## config.mk

```make
export PLATFORM = sky130hd
export DESIGN_NAME = shl2_rmul
export DESIGN_NICKNAME = d
export VERILOG_FILES = /design/src/hw/rtl/sh_l2_rgb_accumulate_evaluate_unit_macros.svh /design/src/hw/rtl/shl2_rmul.sv
export SDC_FILE = /design/constraint.sdc
export NUM_CORES = 2
export LEC_CHECK = 0
export BUFFER_PORTS_ARGS = -buffer_cell sky130_fd_sc_hd__buf_4
export CAP_MARGIN = 20
export CORE_MARGIN = 2
export CORE_UTILIZATION = 45
export CTS_CLUSTER_SIZE = 20
export DETAILED_ROUTE_END_ITERATION = 12
export SLEW_MARGIN = 20
export SYNTH_ARGS = -nofsm -noshare
export SYNTH_HDL_FRONTEND = slang
export SYNTH_SLANG_ARGS = --single-unit
```

## constraint.sdc

```tcl
create_clock -name clock -period 8.2 [get_ports clock]
set_clock_uncertainty 0.05 [all_clocks]
set_input_delay 0 -clock clock [delete_from_list [all_inputs] [get_ports clock]]
set_output_delay 0 -clock clock [all_outputs]
set_load 0.02 [all_outputs]
```

## src/hw/rtl/sh_l2_rgb_accumulate_evaluate_unit_macros.svh

```systemverilog
// Assertion macros shared by the spherical-harmonic lighting RTL.
`ifndef SH_L2_RGB_ACCUMULATE_EVALUATE_UNIT_MACROS_SVH
`define SH_L2_RGB_ACCUMULATE_EVALUATE_UNIT_MACROS_SVH

// Same-cycle implication, disabled during reset.
`define SHL2_ASSERT_IMP(lbl, clk, rst, ante, cons, msg) \
   lbl: assert property (@(posedge clk) disable iff (rst) (ante) |-> (cons)) \
      else $error(msg);

// Next-cycle implication, disabled during reset.
`define SHL2_ASSERT_NXT(lbl, clk, rst, ante, cons, msg) \
   lbl: assert property (@(posedge clk) disable iff (rst) (ante) |=> (cons)) \
      else $error(msg);

`endif

```

## src/hw/rtl/shl2_rmul.sv

```systemverilog
// Shared registered multiplier with round-to-nearest (ties away) scaling.
`default_nettype none
module shl2_rmul #(
   parameter int AW = 32,
   parameter int BW = 19
) (
   input  logic                    clock,
   input  logic signed [AW-1:0]    mul_a,
   input  logic signed [BW-1:0]    mul_b,
   input  logic                    mul_sh16,
   output logic signed [AW+BW-1:0] prod_raw,
   output logic signed [AW+BW-1:0] prod_rnd
);
   localparam int PW = AW + BW;

   logic signed [PW-1:0] prod_ff, prod_in;
   logic                 sh16_ff;
   logic        [PW-1:0] mag, half, rnd_mag;

   assign prod_in = PW'(mul_a) * PW'(mul_b);

   always_ff @(posedge clock) begin
      prod_ff <= prod_in;
      sh16_ff <= mul_sh16;
   end

   always_comb begin
      mag      = prod_ff[PW-1] ? PW'(-prod_ff) : PW'(prod_ff);
      half     = sh16_ff ? (PW'(1) << 15) : (PW'(1) << 9);
      rnd_mag  = sh16_ff ? ((mag + half) >> 16) : ((mag + half) >> 10);
      prod_rnd = prod_ff[PW-1] ? -$signed(rnd_mag) : $signed(rnd_mag);
      prod_raw = prod_ff;
   end
endmodule
`default_nettype wire

```

==> results.cfg <==
[timing]
slew_headroom_pct = 34.9
hold_viol_final = 0
max_freq_mhz = 137
period_minus_slack_ns = 7.31
final_max_slew_viol_count = 0
setup_viol = 0
tns_ns = 0
rsz0062_at_grt = false
setup_ws_ns = 0.889
worst_slew_pin_slew_ns = 0.969
period_share_pct = 89.2

[setup_path]
cp_max_fo = 32
startpoint_type = primary input
crit_top_cell = fa_1
slowest_delay_ns = 0.67
slowest_stage = o41ai_1
critPathKind = primary input to flop
cp-end-kind = flop
crit_chain = buf_4 > nand2_1 > fa_1 > inv_1 > fa_1 > fa_1 > fa_1 > fa_1 > fa_1 > fa_1 > ha_1 > and3_1 > nand3_1 > nor2_1 > a2111o_1 > a21oi_1 > nor3_1 > a41o_1 > a221o_1 > a211oi_1 > o41ai_1 > a21o_1 > a21oi_1 > xnor2_1
crit_required_ns = 8.34
crit_arrival_ns = 7.45

[clock_network]
cts_buffers = 5
path_clk_slew_ns = 0.07
cts.sink_count = 52
holdBufCountCts = 1
cts_setup_buffers = 0
cts_tree = yes
cts_max_level = 2
clock_path_buffers = 2
cts_root_buffer = clkbuf_16
cts_resized = 0

[yosys]
avgSynthCellArea_um2 = 8.82
synth_edf_count = 0
synth_top_cells_by_area = fa_1 (45%), inv_1 (8.3%), and2_1 (6.8%)
synth.net_count = 3755
synthCells = 2970
synth_top_area_cell = fa_1
synth_top_area_share_pct = 45.1
yosys_warnings = 0
yosys_register_bits = 52
synthDistinctLibCells = 79
yosysSeqAreaShare_pct = 3.97
synth_ff_type = dfxtp_1
syn-cell-area_mm2 = 0.0262
async_flop_share_pct = 0

[floorplanning]
boundaryPins = 155
fp.dieW_um = 245
row_count = 88
start_util_pct = 45.5
die_area_mm2 = 0.0601
die_height_um = 245
core_mm2 = 0.0576

[route]
ant_nets = 0
vias = 20300
drt_wl_total_um = 73400
drc = 0
avgRoutedWirePerCell_um = 19.5
dr.pass1.iters = 5
routed_via_density = 5.40
drt_iter0_drc = 1141

[global_routing]
grt_start_max_net_pins = 89
grt.total_usage_pct = 24.9
antenna_found_initial = 1
grt_overflow = 0
grt_pass1_wl_um = 118000
grt_pass1_vias = 21700

[finish]
area_growth_pct = 6.92
multi_input_area_mm2 = 0.0224
finalNetCount = 3775
fillers = 5540
fin_cells = 3756
area.sequential_mm2 = 0.00104
drive_above_1_share_pct = 7.02

[place]
placed_cells = 3747
hpwl_um = 58800
dp_slack_ns = 0.542
gp_congestion = 0.898
place.port_buffers = 154

[min_path]
hp-class = primary input to flop

[flow_run]
cap_violations = 0

[status]
outcome = completed
[flip-flops by register name, indices dropped and copies added (netlist names)]
register,count
prod_raw,51
sh16_ff,1
[cell usage in the layout (no fill, tap or decap), types with 6 or more instances in the layout]
cell type    n
a21boi_0     6
o21a_1      21
nor3b_1      6
fa_1       590
nand4_1     25
dfxtp_1     50
a21oi_1     61
a41oi_1     11
nand3_1     22
and3_1      11
or4_1        7
o41ai_1     13
nor3_1      37
and2_1     286
a211oi_1     8
o211ai_1    12
inv_1      577
ha_1       142
a21o_1      29
buf_4      163
nand2b_1    19
nor2_1      77
or3_1       19
xor2_1      62
mux2_2       6
and4_1       9
mux2i_1     11
a31oi_1     12
o21bai_1    10
nand2_1    362
or2_2       10
o21ai_1      7
o21ai_0     57
o31ai_1     20
nor2b_1     32
nor4_1      10
xnor2_1    106
[metal layers]
metal,GRT usage [%],share of wire (%),up-vias
li1,-,-,9177
met3,2.14,5.3,77
met2,41.5,48,557
met4,5.31,1.8,0
met5,0,0,-
met1,35.5,45,10500
[area by class of cell]
type | instances | area share (%)
clock inverter | 2 | 0.214
antenna | 1 | 0.00894
sequential | 52 | 3.73
multi-input combinational | 2190 | 80.0
clock buffer | 5 | 0.447
tap | 765 | 3.42
timing repair buffer | 164 | 4.41
inverter | 577 | 7.73
[kinds of logic (layout without fill, tap and decap cells)]
group | Yosys count | after routing | synth area share (%)
flops | 52 | 52 | 3.97
compound gates | 318 | 318 | 8.46
other cells | 0 | 1 | 0
simple gates | 954 | 954 | 18.8
fa+ha+maj | 732 | 732 | 51.9
xor+xnor | 168 | 168 | 5.62
buf+inv | 728 | 748 | 10.5
mux | 18 | 18 | 0.736
[stage by stage]
step	util, %	cell area [µm²]	hold WS (ns)
2_1_floorplan	-	26200	-0.0223
3_3_place_gp	48.3	27800	0.0569
3_5_place_dp	48.3	27800	0.0641
4_1_cts	48.6	28000	0.0562
5_1_grt	48.6	28000	0.0722
6_report	48.6	28000	0.0522
[final timing paths]
path,startpoint,to,slack (ns),cells past startpoint
worst min-delay path,mul_a[0],prod_raw[0]$_DFF_P_,0.05,2
worst max-delay path,mul_b[10],prod_raw[47]$_DFF_P_,0.89,24
[critical path: cells and delay by family]
| family | cells | cell delay, ns |
|---|---|---|
| buf+inv | 2 | 0.41 |
| compound gates | 8 | 1.99 |
| fa+ha+maj | 8 | 3.93 |
| simple gates | 5 | 0.96 |
| xor+xnor | 1 | 0.13 |
[cells in the mapped netlist (7+ instances only)]
| cell type | instances |
|---|---|
| or4_1 | 7 |
| nand3_1 | 22 |
| o21ai_1 | 7 |
| or2_2 | 10 |
| nand4_1 | 25 |
| a41oi_1 | 11 |
| o41ai_1 | 13 |
| o21bai_1 | 10 |
| xor2_1 | 62 |
| o211ai_1 | 12 |
| a211oi_1 | 8 |
| o31ai_1 | 20 |
| ha_1 | 142 |
| dfxtp_1 | 52 |
| nand2b_1 | 19 |
| o21a_1 | 21 |
| nor2_1 | 77 |
| xnor2_1 | 106 |
| o21ai_0 | 57 |
| or3_1 | 19 |
| and4_1 | 9 |
| a21oi_1 | 61 |
| nor4_1 | 11 |
| a31oi_1 | 12 |
| and3_1 | 11 |
| nor2b_1 | 32 |
| inv_1 | 577 |
| mux2i_1 | 11 |
| clkbuf_1 | 137 |
| nand2_1 | 362 |
| buf_1 | 8 |
| fa_1 | 590 |
| a21o_1 | 29 |
| nor3_1 | 37 |
| and2_1 | 286 |
Power is left out: the tool's default activity adds up to more than one toggle a clock period on the data nets, which glitch-free logic cannot reach.
